[src/design/wse_pkg.sv]
// Shared types and constants for the weighted spring error core.
package wse_pkg;

  localparam int ROOT_STEPS = 35;
  localparam int DIV_STEPS  = 64;
  localparam int CNT_W      = 7;

  localparam logic [1:0] ST_OK     = 2'd0;
  localparam logic [1:0] ST_ZERO_W = 2'd1;
  localparam logic [1:0] ST_UNUSED = 2'd2;

  typedef enum logic [3:0] {
    MS_SQX_LO, MS_SQX_HI, MS_SQY_LO, MS_SQY_HI, MS_SQZ_LO, MS_SQZ_HI,
    MS_DSQ_LO, MS_DSQ_HI, MS_WT0, MS_WT1, MS_WT2
  } mstep_t;

  typedef enum logic [3:0] {
    S_IDLE, S_SQ, S_RINIT, S_ROOT, S_DSQ, S_TERM, S_WT, S_COMMIT,
    S_CHECK, S_DINIT, S_DIV, S_OUT
  } state_t;

  typedef struct packed {
    logic   load;
    logic   mul_en;
    logic   acc_clr;
    mstep_t mstep;
    logic   root_init;
    logic   root_step;
    logic   term_load;
    logic   commit;
    logic   div_init;
    logic   div_step;
    logic   out_load;
  } wse_cmd_t;

  typedef struct packed {
    logic keep_in;
    logic last;
    logic pused;
    logic wsum_zero;
    logic out_free;
  } wse_stat_t;

endpackage

[src/design/weighted_spring_error_core.sv]
// Top level of the weighted spring error core.
// Each input transaction is one spring of the current point. A kept spring (neighbor
// used, and stable unless skip-unstable mode is off) takes six multiply steps for the
// squared distance, a 35-step bit-serial square root, two multiply steps for the squared
// length error, three for the weighting, and a commit, on the shared 36x18 multiplier
// and the one-bit-per-cycle root unit. A skipped spring goes straight to the check
// for the end of the point. The last spring of a point adds a result: stored directly
// when the point is unused or the total weight is zero, else after the 64-step restoring
// divide of the error sum by the weight sum. The result sits in an output register, so
// the next spring is taken while it waits; a new result waits only if the previous one
// is still stalled. error_status is 0 for a valid mean, 1 for zero weight, 2 for an
// unused point; error_value saturates at 2^48-1. The skip mode register resets to 1.
module weighted_spring_error_core (
  input  logic        clk,
  input  logic        rst_n,
  input  logic        cfg_we,
  input  logic        cfg_wdata,
  input  logic        in_valid,
  output logic        in_stall,
  input  logic [31:0] in_point_x,
  input  logic [31:0] in_point_y,
  input  logic [31:0] in_point_z,
  input  logic [31:0] in_neighbor_x,
  input  logic [31:0] in_neighbor_y,
  input  logic [31:0] in_neighbor_z,
  input  logic        in_neighbor_used,
  input  logic        in_spring_stable,
  input  logic [15:0] in_spring_weight,
  input  logic [31:0] in_rest_length,
  input  logic        in_point_used,
  input  logic        in_last_spring,
  output logic        out_valid,
  input  logic        out_stall,
  output logic [47:0] out_error_value,
  output logic [1:0]  out_error_status
);
  import wse_pkg::*;

  wse_cmd_t  cmd;
  wse_stat_t stat;

  // Sequence the steps of each transaction.
  wse_ctrl u_ctrl (
    .clk      (clk),
    .rst_n    (rst_n),
    .in_valid (in_valid),
    .in_stall (in_stall),
    .stat     (stat),
    .cmd      (cmd)
  );

  // Hold operands, sums and the result register.
  wse_dp u_dp (
    .clk              (clk),
    .rst_n            (rst_n),
    .cmd              (cmd),
    .stat             (stat),
    .cfg_we           (cfg_we),
    .cfg_wdata        (cfg_wdata),
    .in_point_x       (in_point_x),
    .in_point_y       (in_point_y),
    .in_point_z       (in_point_z),
    .in_neighbor_x    (in_neighbor_x),
    .in_neighbor_y    (in_neighbor_y),
    .in_neighbor_z    (in_neighbor_z),
    .in_neighbor_used (in_neighbor_used),
    .in_spring_stable (in_spring_stable),
    .in_spring_weight (in_spring_weight),
    .in_rest_length   (in_rest_length),
    .in_point_used    (in_point_used),
    .in_last_spring   (in_last_spring),
    .out_valid        (out_valid),
    .out_stall        (out_stall),
    .out_error_value  (out_error_value),
    .out_error_status (out_error_status)
  );

endmodule

[src/design/wse_dp.sv]
// Datapath: operand registers, shared multiplier, root and divide units, sums.
module wse_dp (
  input  logic               clk,
  input  logic               rst_n,
  input  wse_pkg::wse_cmd_t  cmd,
  output wse_pkg::wse_stat_t stat,
  input  logic               cfg_we,
  input  logic               cfg_wdata,
  input  logic [31:0]        in_point_x,
  input  logic [31:0]        in_point_y,
  input  logic [31:0]        in_point_z,
  input  logic [31:0]        in_neighbor_x,
  input  logic [31:0]        in_neighbor_y,
  input  logic [31:0]        in_neighbor_z,
  input  logic               in_neighbor_used,
  input  logic               in_spring_stable,
  input  logic [15:0]        in_spring_weight,
  input  logic [31:0]        in_rest_length,
  input  logic               in_point_used,
  input  logic               in_last_spring,
  output logic               out_valid,
  input  logic               out_stall,
  output logic [47:0]        out_error_value,
  output logic [1:0]         out_error_status
);
  import wse_pkg::*;

  function automatic logic [32:0] absd(input logic [31:0] a, input logic [31:0] b);
    logic signed [32:0] d;
    d = $signed({a[31], a}) - $signed({b[31], b});
    return d[32] ? 33'(-d) : 33'(d);
  endfunction

  logic        skip_r;
  logic [32:0] ax_r, ay_r, az_r;
  logic [15:0] w_r;
  logic [31:0] len_r;
  logic        last_r, pused_r;
  logic [71:0] acc_r, acc_nxt;
  logic [69:0] rad_r;
  logic [36:0] rem_r;
  logic [34:0] root_r;
  logic [53:0] term_r;
  logic [63:0] esum_r;
  logic [31:0] wsum_r;
  logic [31:0] drem_r;
  logic [63:0] dq_r;
  logic        ovalid_r;
  logic [47:0] oval_r;
  logic [1:0]  ostat_r;

  logic [35:0] ma;
  logic [17:0] mb;
  logic [6:0]  msh;
  logic [53:0] prod;
  logic [34:0] diff;
  logic [34:0] len_ext;
  logic [38:0] r4, trial, rdiff;
  logic [32:0] dr, dsub;
  logic [63:0] term_w;
  logic [64:0] esum_add;
  logic [32:0] wsum_add;

  assign len_ext = {3'b0, len_r};
  assign diff    = (len_ext > root_r) ? len_ext - root_r : root_r - len_ext;

  always_comb begin
    ma  = 36'd0;
    mb  = 18'd0;
    msh = 7'd0;
    unique case (cmd.mstep)
      MS_SQX_LO: begin ma = {3'b0, ax_r}; mb = {1'b0, ax_r[16:0]}; end
      MS_SQX_HI: begin ma = {3'b0, ax_r}; mb = {2'b0, ax_r[32:17]}; msh = 7'd17; end
      MS_SQY_LO: begin ma = {3'b0, ay_r}; mb = {1'b0, ay_r[16:0]}; end
      MS_SQY_HI: begin ma = {3'b0, ay_r}; mb = {2'b0, ay_r[32:17]}; msh = 7'd17; end
      MS_SQZ_LO: begin ma = {3'b0, az_r}; mb = {1'b0, az_r[16:0]}; end
      MS_SQZ_HI: begin ma = {3'b0, az_r}; mb = {2'b0, az_r[32:17]}; msh = 7'd17; end
      MS_DSQ_LO: begin ma = {1'b0, diff}; mb = {1'b0, diff[16:0]}; end
      MS_DSQ_HI: begin ma = {1'b0, diff}; mb = diff[34:17]; msh = 7'd17; end
      MS_WT0:    begin ma = {20'b0, w_r}; mb = term_r[17:0]; end
      MS_WT1:    begin ma = {20'b0, w_r}; mb = term_r[35:18]; msh = 7'd18; end
      MS_WT2:    begin ma = {20'b0, w_r}; mb = term_r[53:36]; msh = 7'd36; end
      default:   begin ma = 36'd0; mb = 18'd0; end
    endcase
  end

  assign prod    = {18'b0, ma} * {36'b0, mb};
  assign acc_nxt = (cmd.acc_clr ? 72'd0 : acc_r) + ({18'b0, prod} << msh);

  assign r4    = {rem_r, rad_r[69:68]};
  assign trial = {2'b0, root_r, 2'b01};
  assign rdiff = r4 - trial;

  assign dr   = {drem_r, dq_r[63]};
  assign dsub = dr - {1'b0, wsum_r};

  assign term_w   = (acc_r[71:64] != 8'd0) ? {64{1'b1}} : acc_r[63:0];
  assign esum_add = {1'b0, esum_r} + {1'b0, term_w};
  assign wsum_add = {1'b0, wsum_r} + {17'b0, w_r};

  always_ff @(posedge clk) begin
    if (!rst_n) begin
      skip_r   <= 1'b1;
      ovalid_r <= 1'b0;
      esum_r   <= 64'd0;
      wsum_r   <= 32'd0;
    end else begin
      if (cfg_we) begin
        skip_r <= cfg_wdata;
      end
      if (cmd.commit) begin
        esum_r <= esum_add[64] ? {64{1'b1}} : esum_add[63:0];
        wsum_r <= wsum_add[32] ? {32{1'b1}} : wsum_add[31:0];
      end
      if (cmd.out_load) begin
        ovalid_r <= 1'b1;
        esum_r   <= 64'd0;
        wsum_r   <= 32'd0;
      end else if (!out_stall) begin
        ovalid_r <= 1'b0;
      end
    end
  end

  always_ff @(posedge clk) begin
    if (cmd.load) begin
      ax_r    <= absd(in_point_x, in_neighbor_x);
      ay_r    <= absd(in_point_y, in_neighbor_y);
      az_r    <= absd(in_point_z, in_neighbor_z);
      w_r     <= in_spring_weight;
      len_r   <= in_rest_length;
      last_r  <= in_last_spring;
      pused_r <= in_point_used;
    end
    if (cmd.mul_en) begin
      acc_r <= acc_nxt;
    end
    if (cmd.root_init) begin
      rad_r  <= {4'b0, acc_r[65:0]};
      rem_r  <= 37'd0;
      root_r <= 35'd0;
    end else if (cmd.root_step) begin
      rad_r <= {rad_r[67:0], 2'b00};
      if (!rdiff[38]) begin
        rem_r  <= rdiff[36:0];
        root_r <= {root_r[33:0], 1'b1};
      end else begin
        rem_r  <= r4[36:0];
        root_r <= {root_r[33:0], 1'b0};
      end
    end
    if (cmd.term_load) begin
      term_r <= acc_r[69:16];
    end
    if (cmd.div_init) begin
      drem_r <= 32'd0;
      dq_r   <= esum_r;
    end else if (cmd.div_step) begin
      if (!dsub[32]) begin
        drem_r <= dsub[31:0];
        dq_r   <= {dq_r[62:0], 1'b1};
      end else begin
        drem_r <= dr[31:0];
        dq_r   <= {dq_r[62:0], 1'b0};
      end
    end
    if (cmd.out_load) begin
      priority if (!pused_r) begin
        oval_r  <= 48'd0;
        ostat_r <= ST_UNUSED;
      end else if (wsum_r == 32'd0) begin
        oval_r  <= 48'd0;
        ostat_r <= ST_ZERO_W;
      end else begin
        oval_r  <= (dq_r[63:48] != 16'd0) ? {48{1'b1}} : dq_r[47:0];
        ostat_r <= ST_OK;
      end
    end
  end

  assign stat.keep_in   = in_neighbor_used & ~(skip_r & ~in_spring_stable);
  assign stat.last      = last_r;
  assign stat.pused     = pused_r;
  assign stat.wsum_zero = (wsum_r == 32'd0);
  assign stat.out_free  = ~ovalid_r | ~out_stall;

  assign out_valid        = ovalid_r;
  assign out_error_value  = oval_r;
  assign out_error_status = ostat_r;

`ifndef SYNTH
  a_clear_after_out: assert property (@(posedge clk) disable iff (!rst_n)
    cmd.out_load |=> (esum_r == 64'd0) && (wsum_r == 32'd0))
    else $error("sums not cleared after result");
  a_out_status_range: assert property (@(posedge clk) disable iff (!rst_n)
    ovalid_r |-> (ostat_r == ST_OK) || (ostat_r == ST_ZERO_W) || (ostat_r == ST_UNUSED))
    else $error("bad result status");
  a_ok_nonzero_w: assert property (@(posedge clk) disable iff (!rst_n)
    cmd.div_init |-> (wsum_r != 32'd0) && pused_r)
    else $error("divide started with zero weight or unused point");
`endif

endmodule

[src/design/wse_ctrl.sv]
// Controller: sequences multiply, root, commit and divide steps per transaction.
module wse_ctrl (
  input  logic               clk,
  input  logic               rst_n,
  input  logic               in_valid,
  output logic               in_stall,
  input  wse_pkg::wse_stat_t stat,
  output wse_pkg::wse_cmd_t  cmd
);
  import wse_pkg::*;

  state_t           state_r, state_nxt;
  logic [CNT_W-1:0] cnt_r, cnt_nxt;

  always_ff @(posedge clk) begin
    if (!rst_n) begin
      state_r <= S_IDLE;
      cnt_r   <= '0;
    end else begin
      state_r <= state_nxt;
      cnt_r   <= cnt_nxt;
    end
  end

  always_comb begin
    state_nxt = state_r;
    cnt_nxt   = cnt_r;
    cmd       = '0;
    cmd.mstep = MS_SQX_LO;
    in_stall  = 1'b1;
    unique case (state_r)
      S_IDLE: begin
        in_stall = 1'b0;
        if (in_valid) begin
          cmd.load  = 1'b1;
          cnt_nxt   = '0;
          state_nxt = stat.keep_in ? S_SQ : S_CHECK;
        end
      end
      S_SQ: begin
        cmd.mul_en  = 1'b1;
        cmd.acc_clr = (cnt_r == '0);
        unique case (cnt_r[2:0])
          3'd0:    cmd.mstep = MS_SQX_LO;
          3'd1:    cmd.mstep = MS_SQX_HI;
          3'd2:    cmd.mstep = MS_SQY_LO;
          3'd3:    cmd.mstep = MS_SQY_HI;
          3'd4:    cmd.mstep = MS_SQZ_LO;
          default: cmd.mstep = MS_SQZ_HI;
        endcase
        cnt_nxt = cnt_r + 1'b1;
        if (cnt_r == CNT_W'(5)) begin
          cnt_nxt   = '0;
          state_nxt = S_RINIT;
        end
      end
      S_RINIT: begin
        cmd.root_init = 1'b1;
        state_nxt     = S_ROOT;
      end
      S_ROOT: begin
        cmd.root_step = 1'b1;
        cnt_nxt       = cnt_r + 1'b1;
        if (cnt_r == CNT_W'(ROOT_STEPS - 1)) begin
          cnt_nxt   = '0;
          state_nxt = S_DSQ;
        end
      end
      S_DSQ: begin
        cmd.mul_en  = 1'b1;
        cmd.acc_clr = (cnt_r == '0);
        cmd.mstep   = (cnt_r == '0) ? MS_DSQ_LO : MS_DSQ_HI;
        cnt_nxt     = cnt_r + 1'b1;
        if (cnt_r == CNT_W'(1)) begin
          cnt_nxt   = '0;
          state_nxt = S_TERM;
        end
      end
      S_TERM: begin
        cmd.term_load = 1'b1;
        state_nxt     = S_WT;
      end
      S_WT: begin
        cmd.mul_en  = 1'b1;
        cmd.acc_clr = (cnt_r == '0);
        unique case (cnt_r[1:0])
          2'd0:    cmd.mstep = MS_WT0;
          2'd1:    cmd.mstep = MS_WT1;
          default: cmd.mstep = MS_WT2;
        endcase
        cnt_nxt = cnt_r + 1'b1;
        if (cnt_r == CNT_W'(2)) begin
          cnt_nxt   = '0;
          state_nxt = S_COMMIT;
        end
      end
      S_COMMIT: begin
        cmd.commit = 1'b1;
        state_nxt  = S_CHECK;
      end
      S_CHECK: begin
        priority if (!stat.last) begin
          state_nxt = S_IDLE;
        end else if (!stat.pused || stat.wsum_zero) begin
          state_nxt = S_OUT;
        end else begin
          state_nxt = S_DINIT;
        end
      end
      S_DINIT: begin
        cmd.div_init = 1'b1;
        cnt_nxt      = '0;
        state_nxt    = S_DIV;
      end
      S_DIV: begin
        cmd.div_step = 1'b1;
        cnt_nxt      = cnt_r + 1'b1;
        if (cnt_r == CNT_W'(DIV_STEPS - 1)) begin
          cnt_nxt   = '0;
          state_nxt = S_OUT;
        end
      end
      S_OUT: begin
        if (stat.out_free) begin
          cmd.out_load = 1'b1;
          state_nxt    = S_IDLE;
        end
      end
      default: state_nxt = S_IDLE;
    endcase
  end

`ifndef SYNTH
  a_accept_leaves_idle: assert property (@(posedge clk) disable iff (!rst_n)
    (in_valid && !in_stall) |=> (state_r != S_IDLE))
    else $error("accepted transaction did not start");
  a_out_load_free: assert property (@(posedge clk) disable iff (!rst_n)
    cmd.out_load |-> stat.out_free)
    else $error("result overwrote pending output");
  a_root_bound: assert property (@(posedge clk) disable iff (!rst_n)
    (state_r == S_ROOT) |-> (cnt_r < CNT_W'(ROOT_STEPS)))
    else $error("root iteration count out of range");
`endif

endmodule

[config.mk]
export PLATFORM = sky130hd
export DESIGN_NAME = weighted_spring_error_core
export DESIGN_NICKNAME = d
export VERILOG_FILES = /design/src/design/wse_pkg.sv /design/src/design/weighted_spring_error_core.sv /design/src/design/wse_dp.sv /design/src/design/wse_ctrl.sv
export SDC_FILE = /design/constraint.sdc
export NUM_CORES = 2
export LEC_CHECK = 0
export BUFFER_PORTS_ARGS = -buffer_cell sky130_fd_sc_hd__buf_2
export CAP_MARGIN = 5
export CORE_MARGIN = 2
export CORE_UTILIZATION = 58
export CTS_CLUSTER_SIZE = 12
export DETAILED_ROUTE_END_ITERATION = 16
export PLACE_DENSITY = 0.79
export SYNTH_ARGS = -nofsm -noshare
export SYNTH_HDL_FRONTEND = slang
export SYNTH_SLANG_ARGS = --single-unit
export TNS_END_PERCENT = 20
[constraint.sdc]
create_clock -name clk -period 11.9 [get_ports clk]
set_input_delay 1.785 -clock clk [delete_from_list [all_inputs] [get_ports clk]]
set_output_delay 1.785 -clock clk [all_outputs]
set_load 0.005 [all_outputs]
==> results.json <==
{
  "status": "complete, but fails checks",
  "failed_checks": "negative setup slack",
  "start_util_pct": 58.7,
  "cpMaxStageDelayCell": "fa_1",
  "final_nets": 10800,
  "ys_seq_elements": 672,
  "port-buffer-count": 301,
  "vias_in_the_first_global_route": 66900,
  "min-delay-path-class": "register to register",
  "numClockSinks": 672,
  "dp.final_hpwl_um": 204000,
  "std_cell_rows": 127,
  "ff_to_ff_end": "u_dp.acc_r[57]$_DFFE_PN_",
  "proportion_of_netlist_area_held_by_the_largest_area_contributor_pct": 19.4,
  "rsz0062_at_grt": "true",
  "yosysSeqAreaShare_pct": 25.5,
  "synthesis.area_mm2": 0.0706,
  "worstSetupStartpointType": "register",
  "tritoncts.num_buffers": 78,
  "worst_ep_required_time_ns": 12.34,
  "r2r-start": "u_dp.len_r[17]$_DFFE_PP_",
  "max_freq_mhz": 81.2,
  "globalRoute.totalOverflow": 0,
  "n_fill_cell": 9196,
  "hold_start": "u_dp.drem_r[7]$_SDFFE_PP0P_",
  "reg2regPathDepth": 58,
  "register_area_mm2": 0.0180,
  "setup_viol": 23,
  "synthAdderAreaFrac_pct": 24.3,
  "antenna_found_initial": 9,
  "yosys.area_share.simple_pct": 17.1,
  "post-synth-top-area-cell": "edfxtp_1",
  "route.final.wire_length_um": 255000,
  "drt_pass1_iterations": 7,
  "htree_levels": 3,
  "numPlacedInstances": 11000,
  "area.growth.synth_to_final_pct": 23.2,
  "post_synth_num_cell_types": 119,
  "hold_path_end": "u_dp.drem_r[7]$_SDFFE_PP0P_",
  "setup.worst_path.class": "register to register",
  "wl_per_cell_um": 22.8,
  "ys_async_sr_fraction_pct": 0,
  "postSynth.topFlopCell": "edfxtp_1",
  "average_footprint_of_a_synthesized_cell_um2": 8.52,
  "number_of_primary_i_o_pins": 302,
  "share_of_the_synthesized_netlist_area_taken_by_xor_and_xnor_gates_pct": 5.56,
  "yosys_warnings": 0,
  "finalWorstSetupSlack_ns": -0.414,
  "post-route-util_pct": 72.3,
  "timing.max_slew.rel_slack_pct": 11.0,
  "avgViaCountPerCell": 6.06,
  "cp-end-kind": "register",
  "rrSetupSlack_ns": -0.41,
  "finalClockSkew_ns": 0.0864,
  "muxShareOfSynthArea_pct": 1.78,
  "ctsHoldBuffers": 0,
  "core_footprint_mm2": 0.120,
  "synth.net_count": 9584,
  "maxCapViolCount": 0,
  "via_count": 67800,
  "synth_most_common_cell": "nand2_1",
  "cts_max_path_buffers": 3,
  "die_y_um": 353,
  "instances_no_fill": 11200,
  "gp_routability_congestion": 1.07,
  "final_layout_size_suffix_gt1_share_pct": 22.9,
  "synth_edf_count": 455,
  "postRouteAntennaNets": 0,
  "final.min_clock_period_ns": 12.31,
  "synth_compound_gate_area_share_pct": 18.4,
  "post_synth_most_frequent_cells": "nand2_1 (1066), inv_1 (946), a21oi_1 (689), nor2_1 (689), fa_1 (537)",
  "path_max_fanout": 7,
  "drc_errors": 0,
  "synth_top_family_by_area": "adder cells",
  "netlist_top_cells_area": "edfxtp_1 (19%), fa_1 (15%), ha_1 (9.1%)",
  "grtUsageTotal_pct": 40.1,
  "cts.root.buffer_cell": "clkbuf_16",
  "die_w_um": 353,
  "total_die_area_mm2": 0.125,
  "timing.final.crit_share_pct": 103,
  "slew_violations": 0,
  "synthCells": 8283,
  "initialDrtViolationCount": 7201,
  "cts_tree": "done",
  "first_pass_grt_wire_length_um": 388000,
  "crit_path_max_incr_delay_ns": 0.55,
  "max_slew.worst_pin.slew_ns": 1.33,
  "clk_pin_slew_worst_paths_ns": 0.06,
  "multi_input_comb_area_mm2": 0.0494,
  "timing.critical_path.arrival_ns": 12.75,
  "worst_hold_path.num_cells": 2,
  "largest_net_degree_at_the_start_of_global_routing": 110,
  "clk_latency_ns": 0.76,
  "finalHoldViolCount": 0
}
[layer usage]
layer / track usage, % / vias up / routed length [µm]
met5: 0 / - / 72
met4: 15.9 / 6 / 12000
met3: 9.35 / 643 / 26100
met2: 63.8 / 3413 / 115000
met1: 53.0 / 33000 / 102000
li1: - / 30700 / -
[critical path: cells and delay by family, from the launching register on]
| kind | cells | cell delay (ns) |
|---|---|---|
| buffers and inverters | 15 | 1.91 |
| DFF | 1 | 0.44 |
| AOI/OAI and AO/OA | 18 | 3.61 |
| muxes | 3 | 0.62 |
| xor gates and xnor gates | 3 | 0.34 |
| and+or+nand+nor | 10 | 1.29 |
| adders and majority gates | 9 | 3.83 |
[cells in the final DEF (no fill, tap or decap), types with 87 or more instances in the layout]
master | synthesis | final
a21o_1 | 246 | 245
a21oi_1 | 689 | 629
and2_1 | 105 | 95
buf_2 | 62 | 301
buf_4 | 16 | 1144
dfxtp_1 | 217 | 214
edfxtp_1 | 455 | 455
fa_1 | 537 | 523
ha_1 | 514 | 482
inv_1 | 946 | 924
nand2_1 | 1066 | 1047
nand3_1 | 142 | 134
nor2_1 | 689 | 662
nor2b_1 | 150 | 146
o21ai_0 | 390 | 361
or2_2 | 87 | 87
xnor2_1 | 289 | 277
xor2_1 | 155 | 150
[area by class of cell]
cell class / instances / area share [%]
antenna: 5 / 0.0144
inverter: 946 / 4.08
clock inverter: 36 / 0.568
sequential: 672 / 20.7
tap: 1612 / 2.32
timing repair buffer: 1522 / 13.0
multi-input combinational: 6286 / 56.8
clock buffer: 108 / 2.51
[registers in the layout, summed over array words and instances, names as in the netlist, 4 cells and up]
register / count
u_ctrl.cnt_r: 7
u_ctrl.state_r: 4
u_dp.acc_r: 72
u_dp.ax_r: 33
u_dp.ay_r: 33
u_dp.az_r: 33
u_dp.dq_r: 64
u_dp.drem_r: 32
u_dp.esum_r: 64
u_dp.len_r: 32
u_dp.out_error_value: 48
u_dp.rad_r: 70
u_dp.rem_r: 37
u_dp.root_r: 35
u_dp.term_r: 54
u_dp.w_r: 16
u_dp.wsum_r: 32
[cells by family after synthesis]
logic type | Yosys count
mux | 115
xor+xnor | 446
fa+ha+maj | 1051
buf+inv | 1325
compound gates | 2033
simple gates | 2641
flops | 672
[metrics by stage]
step | setup TNS, ns | hold WS, ns | instance area (µm²) | worst slack [ns]
after floorplan | 0 | 0.432 | 70600 | 0.00178
after global placement | -13.56 | 0.457 | 81700 | -0.868
after detailed placement | -19.31 | 0.467 | 81700 | -1.05
after CTS | -1.96 | 0.473 | 85500 | -0.243
after global routing | -15.20 | 0.496 | 86900 | -0.792
final | -5.01 | 0.474 | 87000 | -0.414
[worst max path at each step]
stage                                      start                       end
floorplan           u_dp.root_r[28]$_SDFFE_PP0P_  u_dp.acc_r[71]$_DFFE_PN_
detailed placement   u_dp.root_r[1]$_SDFFE_PP0P_  u_dp.acc_r[69]$_DFFE_PN_
finish                  u_dp.len_r[17]$_DFFE_PP_  u_dp.acc_r[57]$_DFFE_PN_
CTS                     u_dp.len_r[31]$_DFFE_PP_  u_dp.acc_r[71]$_DFFE_PN_
global placement     u_dp.root_r[1]$_SDFFE_PP0P_  u_dp.acc_r[69]$_DFFE_PN_
global route            u_dp.len_r[17]$_DFFE_PP_  u_dp.acc_r[71]$_DFFE_PN_
[timing repair]
action	CTS	global route
gates cloned	1	0
pin swaps	77	138
buffers inserted	36	47
setup endpoints to repair	38	43
hold endpoints to repair	0	0
gates resized for setup	185	247
Power is not shown: default switching activity piles up to over one toggle a cycle in this logic, so the estimate is an artifact.
